## config.mk

```make
export PLATFORM = sky130hd
export DESIGN_NAME = rc_link_frame_receiver_top
export DESIGN_NICKNAME = d
export VERILOG_FILES = /design/src/hw/rtl/rclfr_pkg.sv /design/src/hw/rtl/rclfr_queue.sv /design/src/hw/rtl/rclfr_front.sv /design/src/hw/rtl/rclfr_back.sv /design/src/hw/rtl/rc_link_frame_receiver_top.sv
export SDC_FILE = /design/constraint.sdc
export NUM_CORES = 1
export LEC_CHECK = 0
export BUFFER_PORTS_ARGS = -buffer_cell sky130_fd_sc_hd__buf_2
export CAP_MARGIN = 20
export CELL_PAD_IN_SITES_DETAIL_PLACEMENT = 0
export CELL_PAD_IN_SITES_GLOBAL_PLACEMENT = 2
export CORE_ASPECT_RATIO = 0.7
export CORE_MARGIN = 5
export CORE_UTILIZATION = 40
export DETAILED_ROUTE_END_ITERATION = 8
export MAX_ROUTING_LAYER = met4
export PLACE_DENSITY_LB_ADDON = 0.3
export SYNTH_ARGS = -nofsm -noshare
export SYNTH_HDL_FRONTEND = slang
export SYNTH_HIERARCHICAL = 1
export SYNTH_SLANG_ARGS = --single-unit
export TNS_END_PERCENT = 5
```

## constraint.sdc

```tcl
create_clock -name clk -period 17.2 [get_ports clk]
set_input_delay 0 -clock clk [delete_from_list [all_inputs] [get_ports clk]]
set_output_delay 0 -clock clk [all_outputs]
set_load 0.01 [all_outputs]
```

## src/hw/rtl/rclfr_pkg.sv

```systemverilog
package rclfr_pkg;

    // line item opcodes
    localparam logic [1:0] OP_DATA      = 2'd0;
    localparam logic [1:0] OP_OVERFLOW  = 2'd1;
    localparam logic [1:0] OP_LINE_ERR  = 2'd2;
    localparam logic [1:0] OP_BREAK     = 2'd3;

    // result event codes
    localparam logic [1:0] EV_RC        = 2'd0;
    localparam logic [1:0] EV_FRAME     = 2'd1;
    localparam logic [1:0] EV_CRC_ERR   = 2'd2;
    localparam logic [1:0] EV_FRAME_ERR = 2'd3;

    // command codes
    localparam logic [2:0] CMD_NONE     = 3'd0;
    localparam logic [2:0] CMD_ESTOP    = 3'd1;
    localparam logic [2:0] CMD_DISARM   = 3'd2;
    localparam logic [2:0] CMD_ARM      = 3'd3;
    localparam logic [2:0] CMD_SET_MODE = 3'd4;

    // configuration register indexes
    localparam logic [3:0] CFG_SYNC       = 4'd0;
    localparam logic [3:0] CFG_RC_TYPE    = 4'd1;
    localparam logic [3:0] CFG_STATS_TYPE = 4'd2;
    localparam logic [3:0] CFG_THRESHOLD  = 4'd3;
    localparam logic [3:0] CFG_REPEAT     = 4'd4;
    localparam logic [3:0] CFG_ARM_CH     = 4'd5;
    localparam logic [3:0] CFG_MODE_CH    = 4'd6;
    localparam logic [3:0] CFG_KILL_CH    = 4'd7;

    // frame format
    localparam logic [7:0] CRC_POLY          = 8'hD5;
    localparam int         MIN_LEN           = 2;
    localparam int         RC_PAYLOAD_BYTES  = 22;
    localparam int         STATS_MIN_PAYLOAD = 10;
    localparam int         CH_BITS           = 11;
    localparam int         DECODED_CHANNELS  = 16;
    localparam int         PAYLOAD_BITS      = RC_PAYLOAD_BYTES * 8;
    localparam int         QUEUE_DEPTH       = 2;

    typedef struct packed {
        logic [1:0] opcode;
        logic [7:0] byte_value;
    } item_t;

    typedef struct packed {
        logic [1:0]  event_res;
        logic [7:0]  frame_kind;
        logic [3:0]  channel_number;
        logic [10:0] channel_value;
        logic        arm_high;
        logic        mode_high;
        logic        kill_high;
        logic [7:0]  command_seq;
        logic [2:0]  command_code;
        logic        last;
    } result_t;

    typedef struct packed {
        logic [7:0]  sync_value;
        logic [7:0]  rc_type_code;
        logic [7:0]  stats_type_code;
        logic [10:0] switch_threshold;
        logic [7:0]  repeat_frames;
        logic [3:0]  arm_channel;
        logic [3:0]  mode_channel;
        logic [3:0]  kill_channel;
    } cfg_t;

    // one classified frame handed from the front end to the back end
    typedef struct packed {
        logic [1:0]              event_res;
        logic [7:0]              frame_kind;
        logic [PAYLOAD_BITS-1:0] payload;
    } frame_t;

    // one byte of crc-8, msb first, no reflection
    function automatic logic [7:0] crc8_step(input logic [7:0] crc, input logic [7:0] data);
        logic [7:0] x;
        x = crc ^ data;
        for (int i = 0; i < 8; i++)
        begin
            if ((x & 8'h80) != 8'h00)
            begin
                x = (x << 1) ^ CRC_POLY;
            end
            else
            begin
                x = x << 1;
            end
        end
        return x;
    endfunction

endpackage

```

## src/hw/rtl/rclfr_queue.sv

```systemverilog
module rclfr_queue (
    input  logic              clk,
    input  logic              rst_n,
    input  logic              wr,
    input  rclfr_pkg::frame_t wr_data,
    output logic              full,
    input  logic              rd,
    output rclfr_pkg::frame_t rd_data,
    output logic              empty
);
    import rclfr_pkg::*;

    localparam int PTR_W = (QUEUE_DEPTH > 1) ? $clog2(QUEUE_DEPTH) : 1;
    localparam int CNT_W = $clog2(QUEUE_DEPTH + 1);

    frame_t             entry_reg [QUEUE_DEPTH];
    logic [PTR_W-1:0]   wr_ptr_reg, wr_ptr_next;
    logic [PTR_W-1:0]   rd_ptr_reg, rd_ptr_next;
    logic [CNT_W-1:0]   count_reg, count_next;

    assign full    = (count_reg == CNT_W'(QUEUE_DEPTH));
    assign empty   = (count_reg == '0);
    assign rd_data = entry_reg[rd_ptr_reg];

    // pointer and fill count
    always_comb
    begin
        wr_ptr_next = wr_ptr_reg;
        rd_ptr_next = rd_ptr_reg;
        count_next  = count_reg;
        if (wr)
        begin
            wr_ptr_next = (wr_ptr_reg == PTR_W'(QUEUE_DEPTH - 1)) ? '0 : wr_ptr_reg + 1'b1;
        end
        if (rd)
        begin
            rd_ptr_next = (rd_ptr_reg == PTR_W'(QUEUE_DEPTH - 1)) ? '0 : rd_ptr_reg + 1'b1;
        end
        if (wr && !rd)
        begin
            count_next = count_reg + 1'b1;
        end
        else if (rd && !wr)
        begin
            count_next = count_reg - 1'b1;
        end
    end

    always_ff @(posedge clk or negedge rst_n)
    begin
        if (!rst_n)
        begin
            wr_ptr_reg <= '0;
            rd_ptr_reg <= '0;
            count_reg  <= '0;
        end
        else
        begin
            wr_ptr_reg <= wr_ptr_next;
            rd_ptr_reg <= rd_ptr_next;
            count_reg  <= count_next;
        end
    end

    // entry storage
    always_ff @(posedge clk)
    begin
        if (wr)
        begin
            entry_reg[wr_ptr_reg] <= wr_data;
        end
    end

endmodule

```

## src/hw/rtl/rclfr_front.sv

```systemverilog
module rclfr_front #(
    parameter int FRAME_BYTES = 64
) (
    input  logic              clk,
    input  logic              rst_n,
    input  rclfr_pkg::cfg_t   cfg,
    input  logic              push,
    input  rclfr_pkg::item_t  item,
    input  logic              q_full,
    output logic              enq,
    output rclfr_pkg::frame_t enq_frame
);
    import rclfr_pkg::*;

    localparam int PW      = $clog2(FRAME_BYTES + 1);
    localparam int MAX_LEN = FRAME_BYTES - 2;

    logic [PW-1:0]           pos_reg, pos_next;
    logic [PW-1:0]           total_reg, total_next;
    logic [7:0]              crc_reg, crc_next;
    logic [7:0]              kind_reg, kind_next;
    logic [PAYLOAD_BITS-1:0] payload_reg, payload_next;
    logic                    accept;
    logic [8:0]              pos9;
    logic [8:0]              total9;

    assign accept = push && !q_full;
    assign pos9   = 9'(pos_reg);
    assign total9 = 9'(total_reg);

    // hunt, length check, collection and classification
    always_comb
    begin
        pos_next             = pos_reg;
        total_next           = total_reg;
        crc_next             = crc_reg;
        kind_next            = kind_reg;
        payload_next         = payload_reg;
        enq                  = 1'b0;
        enq_frame.event_res  = EV_FRAME_ERR;
        enq_frame.frame_kind = 8'h00;
        enq_frame.payload    = payload_reg;
        if (accept)
        begin
            case (item.opcode)
                OP_OVERFLOW, OP_LINE_ERR:
                begin
                    pos_next   = '0;
                    total_next = '0;
                    enq        = 1'b1;
                end
                OP_BREAK:
                begin
                    pos_next   = '0;
                    total_next = '0;
                end
                OP_DATA:
                begin
                    if (pos_reg == '0)
                    begin
                        if (item.byte_value == cfg.sync_value)
                        begin
                            pos_next = PW'(1);
                        end
                    end
                    else if (pos_reg == PW'(1))
                    begin
                        if (item.byte_value < 8'(MIN_LEN) || item.byte_value > 8'(MAX_LEN))
                        begin
                            pos_next   = '0;
                            total_next = '0;
                            enq        = 1'b1;
                        end
                        else
                        begin
                            pos_next   = PW'(2);
                            total_next = PW'(item.byte_value) + PW'(2);
                            crc_next   = 8'h00;
                        end
                    end
                    else
                    begin
                        // type byte
                        if (pos_reg == PW'(2))
                        begin
                            kind_next = item.byte_value;
                        end
                        // crc covers type and payload, not the crc byte itself
                        if (pos9 + 9'd1 < total9)
                        begin
                            crc_next = crc8_step(crc_reg, item.byte_value);
                        end
                        // rc channel payload bytes, first byte ends up lowest
                        if (pos9 >= 9'd3 && pos9 <= 9'(RC_PAYLOAD_BYTES + 2))
                        begin
                            payload_next = {item.byte_value, payload_reg[PAYLOAD_BITS-1:8]};
                        end
                        pos_next = pos_reg + 1'b1;
                        // closing byte
                        if (pos9 + 9'd1 >= total9)
                        begin
                            pos_next             = '0;
                            total_next           = '0;
                            enq                  = 1'b1;
                            enq_frame.frame_kind = kind_reg;
                            if (item.byte_value != crc_reg)
                            begin
                                enq_frame.event_res = EV_CRC_ERR;
                            end
                            else if (kind_reg == cfg.rc_type_code)
                            begin
                                enq_frame.event_res =
                                    (total9 == 9'(RC_PAYLOAD_BYTES + 4)) ? EV_RC : EV_FRAME_ERR;
                            end
                            else if (kind_reg == cfg.stats_type_code &&
                                     total9 < 9'(STATS_MIN_PAYLOAD + 4))
                            begin
                                enq_frame.event_res = EV_FRAME_ERR;
                            end
                            else
                            begin
                                enq_frame.event_res = EV_FRAME;
                            end
                        end
                    end
                end
                default:
                begin
                    pos_next = pos_reg;
                end
            endcase
        end
    end

    always_ff @(posedge clk or negedge rst_n)
    begin
        if (!rst_n)
        begin
            pos_reg   <= '0;
            total_reg <= '0;
        end
        else
        begin
            pos_reg   <= pos_next;
            total_reg <= total_next;
        end
    end

    // frame data
    always_ff @(posedge clk)
    begin
        crc_reg     <= crc_next;
        kind_reg    <= kind_next;
        payload_reg <= payload_next;
    end

endmodule

```

## src/hw/rtl/rclfr_back.sv

```systemverilog
module rclfr_back #(
    parameter int CHANNELS = 16
) (
    input  logic               clk,
    input  logic               rst_n,
    input  rclfr_pkg::cfg_t    cfg,
    input  logic               q_empty,
    input  rclfr_pkg::frame_t  q_head,
    output logic               q_pop,
    output rclfr_pkg::result_t result,
    output logic               empty,
    input  logic               pop
);
    import rclfr_pkg::*;

    typedef enum logic {
        BK_IDLE,
        BK_EMIT
    } bk_state_t;

    bk_state_t               state_reg, state_next;
    logic [3:0]              idx_reg, idx_next;
    logic [PAYLOAD_BITS-1:0] work_reg, work_next;
    logic [7:0]              kind_reg, kind_next;
    logic [2:0]              sw_reg, sw_next;
    logic [2:0]              code_reg, code_next;
    logic                    known_reg, known_next;
    logic                    alo_reg, alo_next;
    logic [7:0]              seq_reg, seq_next;
    logic [2:0]              pend_reg, pend_next;
    logic [7:0]              left_reg, left_next;
    result_t                 res_reg, res_next;
    logic                    res_valid_reg, res_valid_next;

    logic                    out_ready;
    logic [CH_BITS-1:0]      arm_val, mode_val, kill_val;
    logic                    arm, mode, kill;
    logic                    new_cmd;
    logic [2:0]              cmd;

    assign empty     = !res_valid_reg;
    assign result    = res_reg;
    assign out_ready = !res_valid_reg || pop;

    // switch channels are picked by configuration from the decoded channels of the frame at the head
    assign arm_val  = q_head.payload[CH_BITS * cfg.arm_channel +: CH_BITS];
    assign mode_val = q_head.payload[CH_BITS * cfg.mode_channel +: CH_BITS];
    assign kill_val = q_head.payload[CH_BITS * cfg.kill_channel +: CH_BITS];
    assign arm      = arm_val > cfg.switch_threshold;
    assign mode     = mode_val > cfg.switch_threshold;
    assign kill     = kill_val > cfg.switch_threshold;

    // edge rules, highest priority first
    always_comb
    begin
        new_cmd = 1'b1;
        cmd     = CMD_NONE;
        if (!known_reg)
        begin
            cmd = kill ? CMD_ESTOP : CMD_SET_MODE;
        end
        else if (kill && !sw_reg[2])
        begin
            cmd = CMD_ESTOP;
        end
        else if (!arm && sw_reg[0])
        begin
            cmd = CMD_DISARM;
        end
        else if (arm && !sw_reg[0] && alo_reg && !kill)
        begin
            cmd = CMD_ARM;
        end
        else if (mode != sw_reg[1])
        begin
            cmd = CMD_SET_MODE;
        end
        else
        begin
            new_cmd = 1'b0;
        end
    end

    // frame dispatch and channel emit sequencer
    always_comb
    begin
        state_next     = state_reg;
        idx_next       = idx_reg;
        work_next      = work_reg;
        kind_next      = kind_reg;
        sw_next        = sw_reg;
        code_next      = code_reg;
        known_next     = known_reg;
        alo_next       = alo_reg;
        seq_next       = seq_reg;
        pend_next      = pend_reg;
        left_next      = left_reg;
        res_next       = res_reg;
        res_valid_next = res_valid_reg && !pop;
        q_pop          = 1'b0;
        case (state_reg)
            BK_IDLE:
            begin
                if (!q_empty)
                begin
                    if (q_head.event_res == EV_RC)
                    begin
                        q_pop      = 1'b1;
                        state_next = BK_EMIT;
                        idx_next   = '0;
                        work_next  = q_head.payload;
                        kind_next  = q_head.frame_kind;
                        sw_next    = {kill, mode, arm};
                        known_next = 1'b1;
                        if (!known_reg)
                        begin
                            alo_next = !arm;
                        end
                        else if (!arm)
                        begin
                            alo_next = 1'b1;
                        end
                        if (new_cmd)
                        begin
                            seq_next  = seq_reg + 1'b1;
                            pend_next = cmd;
                            left_next = cfg.repeat_frames;
                        end
                        // carry the pending command while repeats remain
                        code_next = CMD_NONE;
                        if (left_next != 8'd0)
                        begin
                            code_next = pend_next;
                            left_next = left_next - 1'b1;
                            if (left_next == 8'd0)
                            begin
                                pend_next = CMD_NONE;
                            end
                        end
                    end
                    else if (out_ready)
                    begin
                        q_pop                   = 1'b1;
                        res_valid_next          = 1'b1;
                        res_next                = '0;
                        res_next.event_res      = q_head.event_res;
                        res_next.frame_kind     = q_head.frame_kind;
                        res_next.last           = 1'b1;
                    end
                end
            end
            BK_EMIT:
            begin
                if (out_ready)
                begin
                    res_valid_next          = 1'b1;
                    res_next.event_res      = EV_RC;
                    res_next.frame_kind     = kind_reg;
                    res_next.channel_number = idx_reg;
                    res_next.channel_value  = work_reg[CH_BITS-1:0];
                    res_next.arm_high       = sw_reg[0];
                    res_next.mode_high      = sw_reg[1];
                    res_next.kill_high      = sw_reg[2];
                    res_next.command_seq    = seq_reg;
                    res_next.command_code   = code_reg;
                    res_next.last           = (idx_reg == 4'(CHANNELS - 1));
                    work_next               = work_reg >> CH_BITS;
                    idx_next                = idx_reg + 1'b1;
                    if (idx_reg == 4'(CHANNELS - 1))
                    begin
                        state_next = BK_IDLE;
                    end
                end
            end
            default:
            begin
                state_next = BK_IDLE;
            end
        endcase
    end

    always_ff @(posedge clk or negedge rst_n)
    begin
        if (!rst_n)
        begin
            state_reg     <= BK_IDLE;
            idx_reg       <= '0;
            sw_reg        <= '0;
            known_reg     <= 1'b0;
            alo_reg       <= 1'b0;
            seq_reg       <= '0;
            pend_reg      <= CMD_NONE;
            left_reg      <= '0;
            res_valid_reg <= 1'b0;
        end
        else
        begin
            state_reg     <= state_next;
            idx_reg       <= idx_next;
            sw_reg        <= sw_next;
            known_reg     <= known_next;
            alo_reg       <= alo_next;
            seq_reg       <= seq_next;
            pend_reg      <= pend_next;
            left_reg      <= left_next;
            res_valid_reg <= res_valid_next;
        end
    end

    // frame data and result payload
    always_ff @(posedge clk)
    begin
        work_reg <= work_next;
        kind_reg <= kind_next;
        code_reg <= code_next;
        res_reg  <= res_next;
    end

endmodule

```

## src/hw/rtl/rc_link_frame_receiver_top.sv

```systemverilog
// Receiver for a serial RC link frame format with a CRC-8 (polynomial 0xD5). Each
// input transaction is a received byte or a line event; the front end handles one
// per clock while the queue is not full, hunting for the sync byte, checking the
// length, running the CRC and classifying the finished frame. A classified frame
// waits in a two-entry queue for the back end, and the input reports full only
// while both entries are taken. Errors and non-RC frames give one result; a good
// RC frame gives a decision step (switch compare and command rules) and then
// CHANNELS results, one per clock while the output is not held, counted by the
// back end's channel counter. Results leave through a single output register, and
// the configuration port is always ready.
module rc_link_frame_receiver_top #(
    parameter int FRAME_BYTES = 64,
    parameter int CHANNELS    = 16
) (
    input  logic               clk,
    input  logic               rst_n,
    input  logic               push,
    output logic               full,
    input  rclfr_pkg::item_t   item,
    input  logic               cfg_valid,
    output logic               cfg_ready,
    input  logic [3:0]         cfg_index,
    input  logic [10:0]        cfg_data,
    output logic               empty,
    input  logic               pop,
    output rclfr_pkg::result_t result
);
    import rclfr_pkg::*;

    cfg_t   cfg_reg, cfg_next;
    logic   q_full;
    logic   q_empty;
    logic   enq;
    logic   q_pop;
    frame_t enq_frame;
    frame_t q_head;

    assign cfg_ready = 1'b1;
    assign full      = q_full;

    // configuration register writes
    always_comb
    begin
        cfg_next = cfg_reg;
        if (cfg_valid)
        begin
            case (cfg_index)
                CFG_SYNC:       cfg_next.sync_value       = cfg_data[7:0];
                CFG_RC_TYPE:    cfg_next.rc_type_code     = cfg_data[7:0];
                CFG_STATS_TYPE: cfg_next.stats_type_code  = cfg_data[7:0];
                CFG_THRESHOLD:  cfg_next.switch_threshold = cfg_data;
                CFG_REPEAT:     cfg_next.repeat_frames    = cfg_data[7:0];
                CFG_ARM_CH:     cfg_next.arm_channel      = cfg_data[3:0];
                CFG_MODE_CH:    cfg_next.mode_channel     = cfg_data[3:0];
                CFG_KILL_CH:    cfg_next.kill_channel     = cfg_data[3:0];
                default:        cfg_next = cfg_reg;
            endcase
        end
    end

    always_ff @(posedge clk or negedge rst_n)
    begin
        if (!rst_n)
        begin
            cfg_reg.sync_value       <= 8'd200;
            cfg_reg.rc_type_code     <= 8'd22;
            cfg_reg.stats_type_code  <= 8'd20;
            cfg_reg.switch_threshold <= 11'd1300;
            cfg_reg.repeat_frames    <= 8'd5;
            cfg_reg.arm_channel      <= 4'd4;
            cfg_reg.mode_channel     <= 4'd5;
            cfg_reg.kill_channel     <= 4'd6;
        end
        else
        begin
            cfg_reg <= cfg_next;
        end
    end

    // byte parser and frame classifier
    rclfr_front #(
        .FRAME_BYTES (FRAME_BYTES)
    ) u_front (
        .clk       (clk),
        .rst_n     (rst_n),
        .cfg       (cfg_reg),
        .push      (push),
        .item      (item),
        .q_full    (q_full),
        .enq       (enq),
        .enq_frame (enq_frame)
    );

    // classified frame queue
    rclfr_queue u_queue (
        .clk     (clk),
        .rst_n   (rst_n),
        .wr      (enq),
        .wr_data (enq_frame),
        .full    (q_full),
        .rd      (q_pop),
        .rd_data (q_head),
        .empty   (q_empty)
    );

    // command rules and result emitter
    rclfr_back #(
        .CHANNELS (CHANNELS)
    ) u_back (
        .clk     (clk),
        .rst_n   (rst_n),
        .cfg     (cfg_reg),
        .q_empty (q_empty),
        .q_head  (q_head),
        .q_pop   (q_pop),
        .result  (result),
        .empty   (empty),
        .pop     (pop)
    );

endmodule
```

# [Yosys cells after proc, flatten, opt, wreduce, memory -nomap -nowiden]
# Memories as Yosys holds them, arrays and structs flattened.
# Index checks and enable logic that the tools add are counted.
[totals] ram_bits=372 input_bits=30 mem_count=1 reg_bits=522 out_inout_bits=43
[mem_list] name="u_queue.entry_reg" words=2 width=186 read_ports=1 rd_clocked_by_memory_dff=0 write_ports=1 line="rclfr_queue.sv:16" text="frame_t entry_reg [QUEUE_DEPTH];"
[classes] addsub=10 muxes=125 magnitude_cmp=10 multipliers=3 reduce_logical=51 eq_ne=30 n_bitwise=13 shifts=3
[op_table] op="176-bit two-way mux" n=3
[op_table] op="176-bit by 9-bit indexed part select with 11-bit output" n=3
[op_table] op="8-bit two-way mux" n=51
[op_table] op="176-bit one-hot mux with 2 select lines" n=1
[op_table] op="40-bit two-way mux" n=4
[op_table] op="40-bit one-hot mux with 2 select lines" n=1
[op_table] op="7-bit two-way mux" n=8
[op_table] op="10-bit two-way mux" n=5
[op_table] op="5-bit NOT" n=8
[op_table] op="11-bit greater-than comparator" n=3
[op_table] op="7-bit one-hot mux with 2 select lines" n=2
[op_table] op="1-bit two-way mux" n=27
[op_table] op="3-bit two-way mux" n=9
[op_table] op="8-bit equality test" n=3
[op_table] op="4-bit by 4-bit multiplier with 8-bit output, first input constant" n=3
[op_table] op="2-bit AND reduction" n=9
[op_table] op="4-bit by 3-bit equality test with 1-bit output, second input constant" n=4
[op_table] op="5-bit AND reduction" n=3
[op_table] op="2-bit two-way mux" n=7
[op_table] op="4-bit two-way mux" n=3
[op_table] op="2-bit != test, second input constant" n=6
[op_table] op="4-bit AND reduction" n=3
[op_table] op="1-bit logical AND" n=11
[op_table] op="9-bit by 7-bit >= comparator with 1-bit output" n=1
[op_table] op="43 further kinds" n=67

# [Depth between registers and ports, before layout]
[logic_depth] depth_word=54 depth_mapped=25 depth_no_buf=21

# [Cells and area by module]
# The synthesis kept the hierarchy.
[modules_own_cells] module="rclfr_back" cells_each=979 instances=1 seq_area_each_um2=7567.3 area_per_inst_um2=15576.2
[modules_own_cells] module="rclfr_queue" cells_each=595 instances=1 seq_area_each_um2=11270.8 area_per_inst_um2=14144.8
[modules_own_cells] module="rclfr_front" cells_each=432 instances=1 seq_area_each_um2=6115.9 area_per_inst_um2=7698.6
[modules_own_cells] module="rc_link_frame_receiver_top" cells_each=126 instances=1 seq_area_each_um2=1400.1 area_per_inst_um2=2138.3

# [Worst setup path after synthesis]
# OpenSTA, ideal clock, no wires.
[synth_timing] kind="reg-to-reg" from="register u_front.pos_reg[0]" to="register u_front.payload_reg[0] (enable)" stages_incl_launch_ff=6 setup_ns=0.973 slack_ns=2.139 n_path_buf=0 t_required_ns=16.227 arrival_time_ns=14.088 path_cell_list="dfrtp_1 > inv_1 > ha_1 > or2_2 > a21o_1 > a211oi_1"
[synth_between] elab_chain_cells=3
[synth_rtl] element="start: declaration" line="rclfr_front.sv:18" text="logic [PW-1:0] pos_reg, pos_next;"
[synth_rtl] element="start signal: assignment" line="rclfr_front.sv:144" text="pos_reg <= pos_next;"
[synth_rtl] element="7-bit by 2-bit >= comparator with 1-bit output, or another cell as far along" line="rclfr_front.sv:94" text="if (pos9 >= 9'd3 && pos9 <= 9'(RC_PAYLOAD_BYTES + 2))"
[synth_rtl] element="1-bit logical AND / 1-bit NOT (equally long branches)"
[synth_rtl] element="5-bit AND reduction (no source line) (*)"
[synth_rtl] element="end signal: assignment" line="rclfr_front.sv:154" text="payload_reg <= payload_next;"
[synth_rtl] element="end: declaration" line="rclfr_front.sv:22" text="logic [PAYLOAD_BITS-1:0] payload_reg, payload_next;"
# Every way passes the cells marked *; elsewhere a longest branch is shown, timed or not.
# A chain may end at the register's enable or synchronous reset.

==> results by group <==
STA
  – Fmax: 0.114 GHz
  – Final Critical Period: 8790 ps
  – Ratio of final minimum period to clock period: 51.1%
  – Transition time of the tightest slew-check pin: 1100 ps
  – # setup viols final: 0
  – Crit path setup slack, layout: around 8400 ps
  – Final slew viol count: 0
  – Worst Skew: 28.5 ps
  – Worst-case headroom to the max-slew limit: between 20% and 30%
  – Hold violation total from the final report: 0
  – Final TNS setup: 0 ps
  – Unrepaired setup endpoints after global routing: false

Power
  – VDD IR max: 0.0000945 V
  – Leakage power summed over all cells: 15.6 nW
  – Power Dens Cells: 153 nW/µm²

Logic synthesis
  – Number of different library cells in the post-synthesis netlist: 69
  – Number of enable flip-flop cells after synthesis: slightly below 800
  – Total nets after synthesis: roughly 2,200
  – Synth area leaders: sky130_fd_sc_hd__edfxtp_1, sky130_fd_sc_hd__mux4_2, sky130_fd_sc_hd__mux2_2
  – Area share of the largest cell type after synthesis: between 60% and 70%
  – Top cells by count, synth: sky130_fd_sc_hd__edfxtp_1, sky130_fd_sc_hd__mux2_2, sky130_fd_sc_hd__mux4_2, sky130_fd_sc_hd__mux2_4, sky130_fd_sc_hd__dfrtp_1
  – Cell type contributing the most total cell area after synthesis: sky130_fd_sc_hd__edfxtp_1
  – Number of warnings issued by yosys: 6
  – Synthesized flop and latch total: around 890
  – Share of synthesized flip-flops with an asynchronous set or reset: between 10% and 20%
  – Most frequently used flop master after synthesis: sky130_fd_sc_hd__edfxtp_1
  – Mapped Avg Cell Area: 18.6 µm²
  – Synthesized area: around 40,000 µm²
  – Portion of the post-synthesis area used by sequential elements: 66.6%
  – Synth Instances: between 2,000 and 2,500
  – Library cell with the highest instance count after synthesis: sky130_fd_sc_hd__edfxtp_1

Routing
  – Routed vias/inst: about 5.5
  – Final routed DRC violation total: 0
  – Drt initial violations: 1,932
  – Via count: 20,200
  – Wire length per cell: between 20 and 30 µm
  – Remaining antenna violation count after routing: 0
  – Detailed Routing Iterations Pass 1: 5
  – Total wirelength of the detailed-routed design: 98,000 µm

Floorplan
  – Core region area: between 90,000 and 100,000 µm²
  – Die Span X: just under 400 µm
  – Number of top-level pins: between 70 and 80
  – Y dimension of the die: 273 µm
  – Area enclosed by the die boundary: 105,000 µm²
  – Row Count: 96
  – Starting density of the core: 40.4%

Worst hold path
  – Path category of the worst min-delay check: input pin to register

Setup path
  – Worst setup EP type: register
  – Total buffers and inverters traversed by the critical path: 4
  – Worst Setup Start Kind: register
  – Cell family with most CP delay: multiplexers
  – Slowest Stage Delay on Critical Path: approximately 900 ps
  – Path type of the worst setup path: register to register
  – List of cells traversed by the critical path: buf_12, mux2_2, mux4_2, mux4_2, ha_1, nand4_1, nor3_1, nand2_1, a31oi_1, xnor2_1, nor4b_4, mux2i_1, ha_1, inv_1, nor3_1, nand2_1, nor3_1, inv_1, mux2i_2, inv_1, a32o_1
  – Data required time at the worst endpoint: 17,760 ps
  – Peak fanout along the critical path: ~110
  – Worst path slowest cell: sky130_fd_sc_hd__dfrtp_4
  – Arrival time of data at the critical path endpoint: 9350 ps

Clocking
  – Clk sink count: 894
  – # Post-CTS Setup Buffers: 0
  – Depth of the CTS H-tree: 3
  – Number of buffers created by CTS: 88
  – Clock root buffer: sky130_fd_sc_hd__clkbuf_16
  – Source-to-sink clock delay at the later pin of the worst-skew pair: between 600 and 700 ps
  – CTS tree: yes
  – Clock buffer depth: 3
  – Register clock-pin slew on the reported worst setup and hold paths: roughly 60 ps

Placed design
  – Worst setup slack before clock tree synthesis: between 8000 and 9000 ps
  – Number of I/O port buffers: ~70
  – Area after detailed placement: 41,300 µm²
  – Placer congestion estimate: 0.805
  – Detailed Place HPWL: ~61,000 µm

Cells and area
  – Cell area after layout: 44,700 µm²
  – Area growth from synthesis to layout: 12.9%
  – Number of nets in the layout: 2,338
  – Flip-flop count of the largest register after layout: between 300 and 400
  – Share of cells above drive strength 1: 37.1%

Global routing
  – Wire length of the first global-routing pass: ~140,000 µm
  – Total routing resource utilization after global routing: 19.2%
  – Number of antenna violations at the first check in global routing: 8
  – Pin count of the biggest net entering global routing: around 130
  – Overflow left after global routing: 0
  – Via count of the first global-routing pass: slightly above 20,000

Flow run
  – Reported max-cap violation count: 0

Run status
  – Status: finished clean
==> per-layer routing <==
metal	track usage, %	routed length, µm	part of all wire [%]	vias up
met5	-	0	0	-
met4	3.66	1490	1.5	0
met3	5.40	8120	8.3	102
met2	24.9	39900	41	684
met1	30.0	48400	49	10600
li1	-	-	-	8727
==> layout make-up <==
type | instances | area (µm²)
Sequential cell | 894 | 26400
Timing Repair Buffer | 133 | 968
Clock buffer | 104 | 2320
Tap cell | 1323 | 1660
Multi-Input combinational cell | 1098 | 12600
Antenna cell | 2 | 5.00
Fill cell | 8351 | 53300
Inverter | 40 | 150
Clock inverter | 60 | 632
==> through the flow <==
stage	hold WS, ps	util (%)	instances	total power, mW
CTS	64.3	45.6	3651	6.89
detailed placement	-8.23	42.2	3453	4.89
global placement	-1.36	42.2	3453	4.86
global route	75.9	45.6	3653	7.15
floorplan	-296	-	2132	4.28
finish	114	45.6	3654	6.85
==> repair_timing <==
item	4_1_cts	5_1_grt
endpoints found under the setup margin	0	0
hold buffers	34	0
gates resized for setup	0	0
endpoints found under the hold margin	122	0
==> cells in the final DEF (no fill, tap or decap), drive strengths merged, types with 41 or more instances in the layout <==
cell type,Yosys,final
buf,51,100
nor2,57,57
edfxtp,791,791
clkbuf,49,104
inv,40,43
mux4,165,165
nand2,54,54
and2,41,41
ha,53,53
dfrtp,84,84
xnor2,41,41
mux2,424,424
==> worst register-to-register path, cell delays in order (launching register included) <==
cell and delay [ps]:
sky130_fd_sc_hd__dfrtp_4 890, sky130_fd_sc_hd__buf_12 640, sky130_fd_sc_hd__mux2_2 730, sky130_fd_sc_hd__mux4_2 540, sky130_fd_sc_hd__mux4_2 530, sky130_fd_sc_hd__ha_1 350, sky130_fd_sc_hd__nand4_1 130, sky130_fd_sc_hd__nor3_1 380
sky130_fd_sc_hd__nand2_1 120, sky130_fd_sc_hd__a31oi_1 480, sky130_fd_sc_hd__xnor2_1 260, sky130_fd_sc_hd__nor4b_4 810, sky130_fd_sc_hd__mux2i_1 400, sky130_fd_sc_hd__ha_1 350, sky130_fd_sc_hd__inv_1 140, sky130_fd_sc_hd__nor3_1 400
sky130_fd_sc_hd__nand2_1 160, sky130_fd_sc_hd__nor3_1 380, sky130_fd_sc_hd__inv_1 110, sky130_fd_sc_hd__mux2i_2 480, sky130_fd_sc_hd__inv_1 120, sky130_fd_sc_hd__a32o_1 270
==> logic make-up (layout without fill, tap and decap cells) <==
kind of cell             Yosys count  count (layout)  share of synthesized area [%]
XOR/XNOR                          76              76                           1.68
adder cells (fa/ha/maj)           53              53                           1.68
multiplexers                     594             594                           22.8
other                              1               3                        0.00948
buffers and inverters            140             337                           1.72
AND/OR/NAND/NOR                  271             271                           3.70
flip-flops                       894             894                           66.6
AO/OA/AOI/OAI                    103             103                           1.75
==> path summary, 6_finish.rpt <==
path	startpoint	slack, ps	cells past startpoint	to
worst min register to register	u_front/payload_reg[6]	430	0	u_queue/entry_reg[1][6]
max in group asynchronous	rst_n	15760	4	cfg_reg[5]
worst max-delay path	u_queue/rd_ptr_reg	8410	21	u_back/left_reg[4]
min in group asynchronous	rst_n	430	4	u_back/seq_reg[5]
worst min-delay path	cfg_data[9]	110	3	cfg_reg[29]
worst max register to register	u_queue/rd_ptr_reg	8410	21	u_back/left_reg[4]
==> where the power goes <==
| part | internal, mW | switching [mW] |
|---|---|---|
| Clock | 1.13 | 0.847 |
| Combinational | 0.930 | 1.05 |
| Sequential | 2.71 | 0.188 |
| Total | 4.76 | 2.08 |
(Power assumes the default switching activity.)
